## src/design/gscc_pkg.sv

```systemverilog
// Package for the greedy sphere cover center engine.
// Holds the item and result types, the link passed between distance cells,
// the state and register index enums, and the fixed field widths.
`timescale 1ns / 1ps

package gscc_pkg;

	localparam int COORD_W    = 16;
	localparam int RADIUS_W   = 39;
	localparam int DIMS_W     = 5;
	localparam int INDEX_W    = 24;
	localparam int SLOT_OUT_W = 10;
	localparam int CFG_IDX_W  = 1;
	localparam int CFG_DATA_W = 39;
	localparam int SQ_W       = 2 * (COORD_W + 1);

	typedef enum logic [CFG_IDX_W-1:0] {
		REG_RADIUS = 1'b0,
		REG_DIMS   = 1'b1
	} cfg_reg_t;

	typedef enum logic {
		ST_IDLE,
		ST_SCAN
	} state_t;

	typedef struct packed {
		logic [INDEX_W-1:0]        point_index;
		logic signed [COORD_W-1:0] coordinate;
		logic                      last_point;
	} point_t;

	typedef struct packed {
		logic [INDEX_W-1:0]    point_echo;
		logic                  new_center;
		logic [SLOT_OUT_W-1:0] center_slot;
		logic                  store_full;
	} result_t;

	typedef struct packed {
		logic                valid;
		logic                big;
		logic [RADIUS_W-1:0] sum;
	} link_t;

endpackage

```

## src/design/gscc_cell.sv

```systemverilog
// One distance cell: holds one coordinate of the point under test, squares its
// difference to the matching center coordinate and adds it to the running sum.
// Depends on gscc_pkg.
`timescale 1ns / 1ps

module gscc_cell (
	input  logic                         clk,
	input  logic                         arst_n,
	input  logic                         flush,
	input  logic                         load_en,
	input  logic [gscc_pkg::COORD_W-1:0] load_coord,
	input  logic                         active,
	input  logic [gscc_pkg::COORD_W-1:0] ctr_coord,
	input  gscc_pkg::link_t              link_in,
	output gscc_pkg::link_t              link_out,
	output logic [gscc_pkg::COORD_W-1:0] coord
);
	import gscc_pkg::*;

	logic [COORD_W-1:0]        pt_q;
	link_t                     link_q;
	logic signed [COORD_W:0]   diff;
	logic [COORD_W:0]          mag;
	logic [SQ_W-1:0]           sq;
	logic [RADIUS_W:0]         acc;

	always_comb begin
		diff = $signed({pt_q[COORD_W-1], pt_q}) - $signed({ctr_coord[COORD_W-1], ctr_coord});
		mag  = diff[COORD_W] ? (COORD_W+1)'(-diff) : (COORD_W+1)'(diff);
		sq   = active ? SQ_W'(mag) * SQ_W'(mag) : '0;
		acc  = (RADIUS_W+1)'(link_in.sum) + (RADIUS_W+1)'(sq);
	end

	always_ff @(posedge clk) begin
		if (load_en) begin
			pt_q <= load_coord;
		end
	end

	always_ff @(posedge clk or negedge arst_n) begin
		if (!arst_n) begin
			link_q <= '0;
		end else if (flush) begin
			link_q <= '0;
		end else begin
			link_q.valid <= link_in.valid;
			link_q.big   <= link_in.big | acc[RADIUS_W];
			link_q.sum   <= acc[RADIUS_W-1:0];
		end
	end

	assign link_out = link_q;
	assign coord    = pt_q;

endmodule

```

## config.mk

```make
export PLATFORM = sky130hd
export DESIGN_NAME = gscc_cell
export DESIGN_NICKNAME = d
export VERILOG_FILES = /design/src/design/gscc_pkg.sv /design/src/design/gscc_cell.sv
export SDC_FILE = /design/constraint.sdc
export NUM_CORES = 1
export LEC_CHECK = 0
export BUFFER_PORTS_ARGS = -buffer_cell sky130_fd_sc_hd__buf_2
export CORE_MARGIN = 2
export CORE_UTILIZATION = 65
export DETAILED_ROUTE_END_ITERATION = 7
export PLACE_DENSITY = 0.95
export SYNTH_ARGS = -nofsm -noshare
export SYNTH_HDL_FRONTEND = slang
export SYNTH_SLANG_ARGS = --single-unit
```

## constraint.sdc

```tcl
create_clock -name clk -period 19.7 [get_ports clk]
set_input_delay 0.985 -clock clk [delete_from_list [all_inputs] [get_ports clk]]
set_output_delay 0.985 -clock clk [all_outputs]
set_load 0.02 [all_outputs]
```

; ---- After elaboration in Yosys (flattened, before gate mapping)
; Index checks and enable logic that the tools add are counted.
[op_classes]
addsub = 3
mul = 1
n_mux = 3
bitwise = 1
[ops]
columns = cell, count
row1 = $mux W41, 1
row2 = $add A39 B34 Y40, 1
row3 = $mul A17 B17 Y34, 1
row4 = $mux W34, 1
row5 = $mux W17, 1
row6 = $neg A17 Y17, 1
row7 = $sub A16 B16 Y17, 1
row8 = $or A1 B1 Y1, 1
[word_totals]
in_bits = 78
register_bits = 57
output_inout_bits = 57
elab_cells = 12

; ---- Logic depth before layout (Yosys ltp)
; Gate-level depths: netlist of the first run.
[logic_depth]
ltp_word = 8
depth_mapped = 48
mapped_depth_nobuf = 46

; ---- Worst setup path after synthesis of the first run
; No wires, ideal clock.
[synth_path]
kind = input -> register
startpoint = in ctr_coord[0] (netlist name)
endpoint = reg link_q, in the netlist link_out[36]
required_ps = 19568
cell_stages = 42
setup_slack_ps = 8335
setup_time_ps = 132
arrival_ps = 11233
path_buffers = 2
cell_sequence = ha_1 -> fa_1 -> nor2b_2 -> o2111ai_2 -> nand4b_1 -> a31oi_1 -> a2111oi_0 -> o21a_1 -> buf_2 -> a21oi_1 -> xnor2_1 -> buf_2 -> nor2_1 -> fa_1 -> inv_1 -> fa_1 -> fa_1 -> inv_1 -> (+6 left out) -> and3_1 -> and3_1 -> a311o_1 -> or2_2 -> a21boi_0 -> xnor2_1 -> and2_1 -> ha_1 -> a21o_1 -> a21o_1 -> a21oi_1 -> or4b_2 -> a41oi_1 -> o21bai_1 -> a221o_1 -> nand3_1 -> xor2_1 -> nor2_1
[synth_between]
elab_chain_len = 7
[synth_lines]
columns = item, line_no
row1 = start: declaration, gscc_cell.sv:13  ; input logic [gscc_pkg::COORD_W-1:0] ctr_coord,
row2 = $sub A16 B16 Y17 *, gscc_cell.sv:28  ; diff = $signed({pt_q[COORD_W-1], pt_q}) - $signed({ctr_coord[COORD_W-1], ctr_coord});
row3 = $neg A17 Y17, gscc_cell.sv:29  ; mag = diff[COORD_W] ? (COORD_W+1)'(-diff) : (COORD_W+1)'(diff);
row4 = $mux W17 *, gscc_cell.sv:29
row5 = $mul A17 B17 Y34 *, gscc_cell.sv:30  ; sq = active ? SQ_W'(mag) * SQ_W'(mag) : '0;
row6 = $mux W34 *, gscc_cell.sv:30
row7 = $add A39 B34 Y40 *, gscc_cell.sv:31  ; acc = (RADIUS_W+1)'(link_in.sum) + (RADIUS_W+1)'(sq);
row8 = $mux W41 *, gscc_cell.sv:43  ; end else if (flush) begin
row9 = end: declaration, gscc_cell.sv:21  ; link_t link_q;
; Every way passes the cells marked *; elsewhere a longest branch is shown, timed or not.
; A chain may end at the register's enable or synchronous reset.

; ---- Final worst setup path of the first run
[layout_path]
startpoint = in ctr_coord[0] (netlist name)
endpoint = reg link_q, in the netlist link_out[37]
; Same word-level chain as after synthesis.

==> results.py, run 1 <==
metrics = {
    "route": {
        "initialDrtViolationCount": 1378,
        "detailedRoute.firstPassIterationCount": 6,
        "route.detailed.drc": 0,
        "count_of_vias_placed_by_the_detailed_router": 11236,
        "detail_route.wirelength_mm": 35.12,
        "vias_per_cell": 6.140,
        "avgRoutedWirePerCell_um": 19.19,
        "drtAntennaViolNets": 0,
    },
    "synth": {
        "number_of_synthesized_flops_with_an_enable_pin": 16,
        "synth_largest_type_area_fraction_pct": 30.14,
        "synth.yosys.seq_area_share_pct": 11.81,
        "synth_cells": 1425,
        "synthesis_warnings": 0,
        "synth_area_per_cell_um2": 8.948,
        "synthArstFlopShare_pct": 71.93,
        "ys_ff_latch": 57,
        "leading_area_contributor_after_synthesis": "sky130_fd_sc_hd__fa_1",
        "synth_flop_cell": "sky130_fd_sc_hd__dfrtp_1",
        "synth.area.top_cells": "sky130_fd_sc_hd__fa_1, sky130_fd_sc_hd__ha_1, sky130_fd_sc_hd__inv_1",
        "yosysUniqueCellTypes": 82,
        "synthesis.area_um2": 12750,
    },
    "die": {
        "num_io_pins": 135,
        "die_h_um": 144.1,
        "number_of_core_rows": 51,
        "die_area_um2": 20750,
        "floorplan.initialDensity_pct": 65.95,
        "floorplan_core_area_um2": 19330,
        "fp.dieW_um": 144.1,
    },
    "sta": {
        "max-slew-margin-rel_pct": 14.67,
        "drv_slew": 0,
        "setup_total_negative_slack_ps": 0,
        "unrepaired_setup_endpoints_after_global_routing": "no",
        "finClkSkew_ps": 6.233,
        "finalSetupViolations": 0,
        "timing_worst_slew_pin_value_ps": 1248,
        "layout_worst_path_cycle_share_pct": 66.87,
        "achievable-frequency_mhz": 75.92,
        "finalCriticalPeriod_ps": 13170,
        "hold_viol": 0,
    },
    "cells_and_area": {
        "n_antenna_cell": 0,
        "finish.instance_area_um2": 14070,
        "finalNetCount": 1985,
        "seqCellArea_um2": 1506,
        "layout-drive-gt1-share_pct": 12.27,
        "multiInputGateArea_um2": 10020,
        "area_growth_syn_to_layout_pct": 10.38,
        "fillCellCount": 1227,
    },
    "critical_path": {
        "worst_ep_required_time_ps": 19930,
        "timing.critical_path.mode_cell": "sky130_fd_sc_hd__fa_1",
        "critical-path-slowest-cell": "sky130_fd_sc_hd__o311ai_0",
        "timing.critical_path.from_type": "input pin",
        "end_kind": "flip-flop",
        "kind_of_critical_path": "input pin to flip-flop",
        "highest_cell_delay_on_the_worst_timing_path_ps": 750,
        "critPathArrivalTime_ps": 13410,
        "timing.critical_path.fanout_max": 17,
    },
    "placed_design": {
        "io_buffers": 134,
        "gp_congestion": 0.9607,
        "post_dp_cell_area_um2": 13750,
        "hpwl_mm": 25.97,
    },
    "clock_network": {
        "post_cts_hold_buffer_count": 0,
        "cts.clk_slew.worst_paths_ps": 60,
        "cts_root_buffer_type": "sky130_fd_sc_hd__clkbuf_16",
        "clock_latency_ps": 350,
        "max-clock-path-buffers": 2,
        "cts.sink_count": 57,
        "post_cts.repair.setup_buffers": 0,
        "cts_inserted_buffers": 9,
        "tritoncts": "done",
        "post_cts_resize_count": 0,
        "clock_tree.htree_level_count": 3,
    },
    "hold_path": {
        "min_path_type": "input pin to asynchronous set/reset pin",
    },
    "grt": {
        "first_global_vias": 11805,
        "grt_first_pass_wirelength_mm": 56.12,
        "groute.usage.overall_pct": 34.66,
        "grt_antenna_before_repair": 0,
        "globalRoute.totalOverflow": 0,
        "grt_start_max_net_pins": 43,
    },
    "run": {
        "timing.max_cap.violations": 0,
    },
    "run_status": {
        "outcome": "completed",
    },
}
==> per-stage QoR <==
stage	instances	setup slack, ps	hold slack (ps)	util (%)
after floorplan	1435	8335	689.4	-
after global placement	1814	7379	1136	71.13
after detailed placement	1814	6986	1160	71.13
after CTS	1830	6937	798.4	72.79
after global routing	1830	6038	808.2	72.79
final	1830	6527	775.5	72.79
==> synthesized netlist by cell type (all sizes together), types with 4 or more instances <==
cell type    n
nand3       15
nor2b       16
and4         5
clkinv       4
o21ai       32
nand3b       5
nor3        12
or3          4
clkbuf      26
inv        298
dfrtp       41
a211oi       8
nand4       11
nand2b      27
edfxtp      16
nand2       89
xor2        36
fa         192
and2        27
a2111oi     10
ha         155
and3         7
a21o        40
xnor2       50
nor4         6
nand4b       4
o21a         9
nor2       130
a31oi        8
buf          6
o21bai       8
or2         10
a21oi       65
==> layout make-up <==
cell class	count	area share (%)
well taps	265	2.356
multi-input cells	1044	71.20
inverters	302	8.054
flip-flops and latches	57	10.70
clock buffers	11	1.876
repair buffers	146	5.405
clock inverters	5	0.4089
==> worst max-delay path: cells and delay by family <==
kind	cells	cell delay (ps)
AOI/OAI and AO/OA	12	4160
xor gates and xnor gates	2	690
adders and majority gates	10	4400
buffers and inverters	7	800
muxes	1	340
and+or+nand+nor	9	2000
==> layer usage <==
layer	vias up	global-route usage (%)	part of all wire (%)
met5	-	0	0
met4	0	21.57	7.5
met3	286	5.960	9.3
met2	756	60.40	49
met1	5357	39.72	34
li1	4837	-	-
==> cells in the final DEF, fill, tap and decap left out, types with 4 or more instances in the layout <==
cell type | netlist | final
sky130_fd_sc_hd__inv_1 | 296 | 296
sky130_fd_sc_hd__fa_1 | 192 | 192
sky130_fd_sc_hd__ha_1 | 155 | 155
sky130_fd_sc_hd__buf_2 | 6 | 134
sky130_fd_sc_hd__nor2_1 | 130 | 130
sky130_fd_sc_hd__nand2_1 | 89 | 89
sky130_fd_sc_hd__a21oi_1 | 65 | 65
sky130_fd_sc_hd__xnor2_1 | 50 | 50
sky130_fd_sc_hd__dfrtp_1 | 41 | 41
sky130_fd_sc_hd__a21o_1 | 40 | 40
sky130_fd_sc_hd__xor2_1 | 35 | 35
sky130_fd_sc_hd__o21ai_0 | 29 | 29
sky130_fd_sc_hd__nand2b_1 | 27 | 27
sky130_fd_sc_hd__and2_1 | 27 | 27
sky130_fd_sc_hd__edfxtp_1 | 16 | 16
sky130_fd_sc_hd__nor2b_1 | 15 | 15
sky130_fd_sc_hd__nand3_1 | 15 | 15
sky130_fd_sc_hd__conb_1 | 2 | 12
sky130_fd_sc_hd__buf_4 | 0 | 12
sky130_fd_sc_hd__nand4_1 | 10 | 10
sky130_fd_sc_hd__nor3_1 | 10 | 10
sky130_fd_sc_hd__clkbuf_16 | 0 | 10
sky130_fd_sc_hd__o21a_1 | 9 | 9
sky130_fd_sc_hd__a2111oi_0 | 9 | 9
sky130_fd_sc_hd__a31oi_1 | 8 | 8
sky130_fd_sc_hd__o21bai_1 | 8 | 8
sky130_fd_sc_hd__a211oi_1 | 6 | 6
sky130_fd_sc_hd__and3_1 | 6 | 6
sky130_fd_sc_hd__or2_2 | 6 | 6
sky130_fd_sc_hd__nand3b_1 | 5 | 5
sky130_fd_sc_hd__and4_1 | 5 | 5
sky130_fd_sc_hd__nor4_1 | 4 | 4
sky130_fd_sc_hd__nand4b_1 | 4 | 4
sky130_fd_sc_hd__clkinv_1 | 4 | 4
==> path summary, 6_finish.rpt <==
kind	startpoint	to	slack, ps	depth (start not counted)
min in group clk	load_coord[6]	coord[6]	800	1
min reg2reg	coord[0]	link_out[0]	1730	5
max	ctr_coord[0]	link_out[37]	6530	41
min	arst_n	link_out[27]	780	1
max in group asynchronous	arst_n	link_out[3]	18350	1
max reg2reg	coord[0]	link_out[37]	6880	41
==> cell families after synthesis <==
group                    share of synthesized area, %
AO/OA/AOI/OAI                                   11.82
adder cells (fa/ha/maj)                         45.35
multiplexers                                   0.2453
other                                         0.05890
flip-flops                                      11.81
AND/OR/NAND/NOR                                 14.85
XOR/XNOR                                        5.966
buffers and inverters                           9.891
==> registers in the layout (all words and copies together) (netlist names) <==
signal and cells:
link_out 41, coord 16
Power of run 1 is not shown: default switching activity piles up to over one toggle a cycle in this logic, so the estimate is an artifact.
==> run 2, diff against run 1 <==
--- a/config.mk
+++ b/config.mk
@@ -7,9 +7,9 @@
 export LEC_CHECK = 0
 export BUFFER_PORTS_ARGS = -buffer_cell sky130_fd_sc_hd__buf_2
 export CORE_MARGIN = 2
-export CORE_UTILIZATION = 65
+export CORE_UTILIZATION = 62
 export DETAILED_ROUTE_END_ITERATION = 7
-export PLACE_DENSITY = 0.95
+export PLACE_DENSITY = 0.91
 export SYNTH_ARGS = -nofsm -noshare
 export SYNTH_HDL_FRONTEND = slang
 export SYNTH_SLANG_ARGS = --single-unit
==> constraint.sdc (replaced) <==
create_clock -name clk -period 12.3 [get_ports clk]
set_input_delay 0.615 -clock clk [delete_from_list [all_inputs] [get_ports clk]]
set_output_delay 0.615 -clock clk [all_outputs]
set_load 0.02 [all_outputs]
==> run 2 against run 1 <==
Net effect: non-clock buffer count up 18; die area up 4.7%; design area up 1.3%; sequential share of layout area down 0.13 points; worst setup slack worse by 6100 ps; largest cell class unchanged; highest routed layer unchanged.
==> results.py, run 2 (synthesis results as in run 1) <==
metrics = {
    "run_status": {
        "outcome": "completed",
    },
    "sta": {
        "layout_worst_path_cycle_share_pct": 96.20,
        "finClkSkew_ps": 11.10,
        "hold_viol": 0,
        "achievable-frequency_mhz": 84.51,
        "max-slew-margin-rel_pct": 38.52,
        "timing_worst_slew_pin_value_ps": 898.9,
        "setup_total_negative_slack_ps": 0,
        "finalCriticalPeriod_ps": 11830,
        "drv_slew": 0,
        "finalSetupViolations": 0,
    },
    "hold_path": {
        "min_path_type": "input pin to asynchronous set/reset pin",
    },
    "critical_path": {
        "end_of_the_worst_register_to_register_path": "link_out[36]",
        "critPathArrivalTime_ps": 12030,
        "kind_of_critical_path": "flip-flop to flip-flop",
        "crit_cells": 42,
        "critical-path-slowest-cell": "sky130_fd_sc_hd__or4b_2",
        "path_delay_family": "adder cells",
        "reg2reg_from": "coord[0]",
        "critPathBufInv": 6,
        "end_kind": "flip-flop",
        "worst_ep_required_time_ps": 12500,
        "worstSetupStartpoint": "coord[0]",
        "timing.critical_path.fanout_max": 13,
        "highest_cell_delay_on_the_worst_timing_path_ps": 670,
        "r2r_worst_path_depth": 42,
        "critical_path.endpoint": "link_out[36]",
        "r2r_slack_ps": 470,
        "timing.critical_path.mode_cell": "sky130_fd_sc_hd__fa_1",
        "timing.critical_path.from_type": "flip-flop",
    },
    "clock_network": {
        "cts.sink_count": 57,
        "cts_root_buffer_type": "sky130_fd_sc_hd__clkbuf_16",
        "cts.clk_slew.worst_paths_ps": 70,
        "post_cts_hold_buffer_count": 0,
        "cts_inserted_buffers": 9,
        "clock_latency_ps": 350,
        "max-clock-path-buffers": 2,
        "tritoncts": "done",
        "clock_tree.htree_level_count": 3,
    },
    "die": {
        "floorplan.initialDensity_pct": 63.02,
        "fp.dieW_um": 147.4,
        "num_io_pins": 135,
        "die_h_um": 147.4,
        "floorplan_core_area_um2": 20230,
        "number_of_core_rows": 52,
        "die_area_um2": 21730,
    },
    "cells_and_area": {
        "finalNetCount": 2003,
        "n_antenna_cell": 0,
        "area_growth_syn_to_layout_pct": 11.77,
        "layout-drive-gt1-share_pct": 13.83,
        "largest_register_ff_count": 41,
        "layout.cells.most_common_list": "sky130_fd_sc_hd__inv_1, sky130_fd_sc_hd__fa_1, sky130_fd_sc_hd__ha_1",
        "commonest_non_fill_non_tap_cell_in_the_layout": "sky130_fd_sc_hd__inv_1",
        "finish.instance_area_um2": 14250,
        "fillCellCount": 1426,
        "final_cells": 1853,
    },
    "grt": {
        "grt_first_pass_wirelength_mm": 52.53,
        "grt_antenna_before_repair": 0,
        "grt_start_max_net_pins": 43,
        "first_global_vias": 11479,
        "groute.usage.overall_pct": 30.02,
        "globalRoute.totalOverflow": 0,
    },
    "route": {
        "detailedRoute.firstPassIterationCount": 6,
        "drtAntennaViolNets": 0,
        "avgRoutedWirePerCell_um": 17.27,
        "vias_per_cell": 5.816,
        "initialDrtViolationCount": 976,
        "detail_route.wirelength_mm": 32.00,
        "route.detailed.drc": 0,
        "count_of_vias_placed_by_the_detailed_router": 10777,
    },
    "placed_design": {
        "numPlacedInstances": 1831,
        "hpwl_mm": 25.92,
        "gp_congestion": 0.9795,
        "io_buffers": 134,
        "post_dp_cell_area_um2": 13850,
    },
    "run": {
        "timing.max_cap.violations": 0,
    },
}
-- run 2: how the worst min path moves through the flow --
stage,endpoint,from,cells past startpoint
finish,link_out[1],arst_n,1
detailed placement,link_out[35],arst_n,1
CTS,link_out[40],arst_n,1
global route,coord[2],load_coord[2],1
floorplan,link_out[0],arst_n,0
global placement,link_out[37],arst_n,1
-- run 2: area by class of cell --
type	count	area (um2)	share of cell area, %
Clock buffer	9	225.2	1.580
Clock inverter	7	78.83	0.5531
Inverter	302	1137	7.981
Multi-Input combinational cell	1044	10070	70.66
Sequential cell	57	1506	10.57
Tap cell	270	337.8	2.370
Timing Repair Buffer	164	895.9	6.286
-- run 2: per-stage QoR --
step	setup slack (ps)	hold WS [ps]	util [%]
floorplan	1305	319.4	-
global placement	232.8	768.7	68.45
detailed placement	-61.08	786.7	68.45
CTS	68.02	414.2	69.95
global route	-16.65	431.3	70.43
finish	467.4	384.5	70.43
-- run 2: per-layer routing --
metal | track usage, % | share of wire [%] | up-vias
met5 | 0 | 0 | -
li1 | - | - | 4869
met4 | 14.23 | 4.5 | 0
met2 | 53.55 | 53 | 519
met3 | 5.679 | 7.7 | 144
met1 | 34.98 | 35 | 5245
-- run 2: timing repair --
action | in CTS | in global routing
setup endpoints to repair | 0 | 12
gates resized for setup | 0 | 14
setup buffers | 0 | 6
Power of run 2 is left out for the same reason.
==> run 3, diff against run 2 <==
--- a/config.mk
+++ b/config.mk
@@ -9,7 +9,8 @@
 export CORE_MARGIN = 2
 export CORE_UTILIZATION = 62
 export DETAILED_ROUTE_END_ITERATION = 7
-export PLACE_DENSITY = 0.91
+export GPL_TIMING_DRIVEN = 0
+export PLACE_DENSITY = 0.95
 export SYNTH_ARGS = -nofsm -noshare
 export SYNTH_HDL_FRONTEND = slang
 export SYNTH_SLANG_ARGS = --single-unit
==> run 3 against run 2 <==
Net effect: clock-buffer cell count up 2; worst setup slack worse by 190 ps; sequential share of layout area decreased by 0.13 points; register-to-register slack lost 190 ps; fmax shrank 1.6%; critical path depth is 2 lower; via count is 4.7% higher; global-route usage grew 1.7 points; flip-flop and latch count unchanged; first-iteration DRC count up 39%; critical endpoint unchanged; largest cell class unchanged; highest routed layer unchanged.
==> results.py, run 3 (synthesis results as in run 1) <==
metrics = {
    "run_status": {
        "outcome": "completed",
    },
    "critical_path": {
        "path_delay_family": "adder cells",
        "kind_of_critical_path": "flip-flop to flip-flop",
        "critPathArrivalTime_ps": 12240,
        "worst_ep_required_time_ps": 12520,
        "reg2reg_from": "coord[7]",
        "end_kind": "flip-flop",
        "timing.critical_path.from_type": "flip-flop",
        "highest_cell_delay_on_the_worst_timing_path_ps": 630,
        "timing.critical_path.mode_cell": "sky130_fd_sc_hd__fa_1",
        "worstSetupStartpoint": "coord[7]",
        "timing.critical_path.fanout_max": 10,
        "critical-path-slowest-cell": "sky130_fd_sc_hd__nor3_2",
        "critPathBufInv": 6,
    },
    "clock_network": {
        "clock_tree.htree_level_count": 3,
        "cts_inserted_buffers": 9,
        "cts.clk_slew.worst_paths_ps": 60,
        "max-clock-path-buffers": 2,
        "clock_latency_ps": 350,
        "cts.sink_count": 57,
        "post_cts_hold_buffer_count": 0,
        "tritoncts": "done",
        "cts_root_buffer_type": "sky130_fd_sc_hd__clkbuf_16",
    },
    "hold_path": {
        "min_path_type": "input pin to asynchronous set/reset pin",
    },
    "route": {
        "count_of_vias_placed_by_the_detailed_router": 11281,
        "detail_route.wirelength_mm": 35.21,
        "avgRoutedWirePerCell_um": 18.90,
        "route.detailed.drc": 0,
        "detailedRoute.firstPassIterationCount": 8,
        "initialDrtViolationCount": 1352,
        "drtAntennaViolNets": 0,
        "vias_per_cell": 6.055,
    },
    "die": {
        "die_area_um2": 21730,
        "fp.dieW_um": 147.4,
        "number_of_core_rows": 52,
        "num_io_pins": 135,
        "die_h_um": 147.4,
        "floorplan_core_area_um2": 20230,
        "floorplan.initialDensity_pct": 63.02,
    },
    "grt": {
        "groute.usage.overall_pct": 31.73,
        "globalRoute.totalOverflow": 0,
        "grt_antenna_before_repair": 2,
        "grt_start_max_net_pins": 42,
        "grt_first_pass_wirelength_mm": 54.79,
        "first_global_vias": 11533,
    },
    "sta": {
        "fin_ws_ps": 277.5,
        "achievable-frequency_mhz": 83.18,
        "drv_slew": 0,
        "hold_ws_ps": 400.9,
        "hold_viol": 0,
        "max-slew-margin-rel_pct": 22.62,
        "finClkSkew_ps": 10.47,
        "timing_worst_slew_pin_value_ps": 1131,
        "layout_worst_path_cycle_share_pct": 97.74,
        "finalCriticalPeriod_ps": 12020,
        "finalSetupViolations": 0,
    },
    "placed_design": {
        "hpwl_mm": 26.97,
        "gp_congestion": 1.010,
        "post_dp_cell_area_um2": 13790,
        "io_buffers": 133,
        "place_worst_setup_slack_ps": -1198,
    },
    "cells_and_area": {
        "layout-drive-gt1-share_pct": 14.20,
        "fillCellCount": 1346,
        "largest_register_ff_count": 41,
        "finish.utilization_pct": 71.33,
        "finish.instance_area_um2": 14430,
        "finalNetCount": 2012,
        "layout.cells.most_common_list": "sky130_fd_sc_hd__inv_1, sky130_fd_sc_hd__fa_1, sky130_fd_sc_hd__ha_1",
        "area_growth_syn_to_layout_pct": 13.19,
        "commonest_non_fill_non_tap_cell_in_the_layout": "sky130_fd_sc_hd__inv_1",
    },
    "run": {
        "timing.max_cap.violations": 0,
    },
}
## run 3: changes by cell type in the layout (fill, tap and decap cells not counted), moves of 3 or more
cell,previous run,this run
sky130_fd_sc_hd__buf_2,134,139
sky130_fd_sc_hd__xnor2_2,0,3
sky130_fd_sc_hd__clkinv_4,3,0
sky130_fd_sc_hd__xnor2_4,0,3
sky130_fd_sc_hd__buf_4,30,11
sky130_fd_sc_hd__clkbuf_4,0,3
sky130_fd_sc_hd__xnor2_1,50,44
sky130_fd_sc_hd__xor2_1,35,28
sky130_fd_sc_hd__clkbuf_1,0,18
sky130_fd_sc_hd__xor2_2,1,6
## run 3: worst paths after layout
kind / cells after the start / end / slack (ps)
max in group asynchronous: 1 / link_out[21] / 11330
min: 1 / link_out[37] / 400
min reg2reg: 6 / link_out[0] / 1640
max reg2reg: 40 / link_out[36] / 280
min in group clk: 1 / coord[6] / 440
max: 40 / link_out[36] / 280
## run 3: per-layer routing
metal	global-route usage, %	vias up	share of wire [%]
met3	5.525	223	8.1
li1	-	4888	-
met2	55.35	711	50
met4	17.16	0	6.6
met1	37.51	5459	35
met5	0	-	0
## run 3: per-stage QoR
stage,setup TNS (ps),cells
floorplan,0,1435
global placement,-2423,1838
detailed placement,-9560,1838
CTS,0,1852
global route,-207.1,1863
finish,0,1863
## run 3: layout make-up
cell class	count	area (um2)	area share, %
flip-flops and latches	57	1506	10.44
plain buffers	29	130.1	0.9016
well taps	270	337.8	2.341
repair buffers	144	748.2	5.184
inverters	302	1142	7.915
multi-input cells	1044	10250	71.02
clock buffers	11	264.0	1.829
diodes	2	5.005	0.03468
clock inverters	4	48.80	0.3381
## run 3: what timing repair did
item	in CTS	in global routing
buffers inserted	0	11
endpoints found under the hold margin	0	0
pin swaps	0	2
gates resized for setup	13	39
setup endpoints to repair	12	11
## run 3: worst register-to-register path: cells and delay by family (launching register included)
kind / cells / cell delay (ps)
fa+ha+maj: 9 / 4050
compound gates: 13 / 3970
simple gates: 9 / 1910
buf+inv: 6 / 780
xor+xnor: 3 / 730
flops: 1 / 430
Power of run 3 is left out for the same reason.
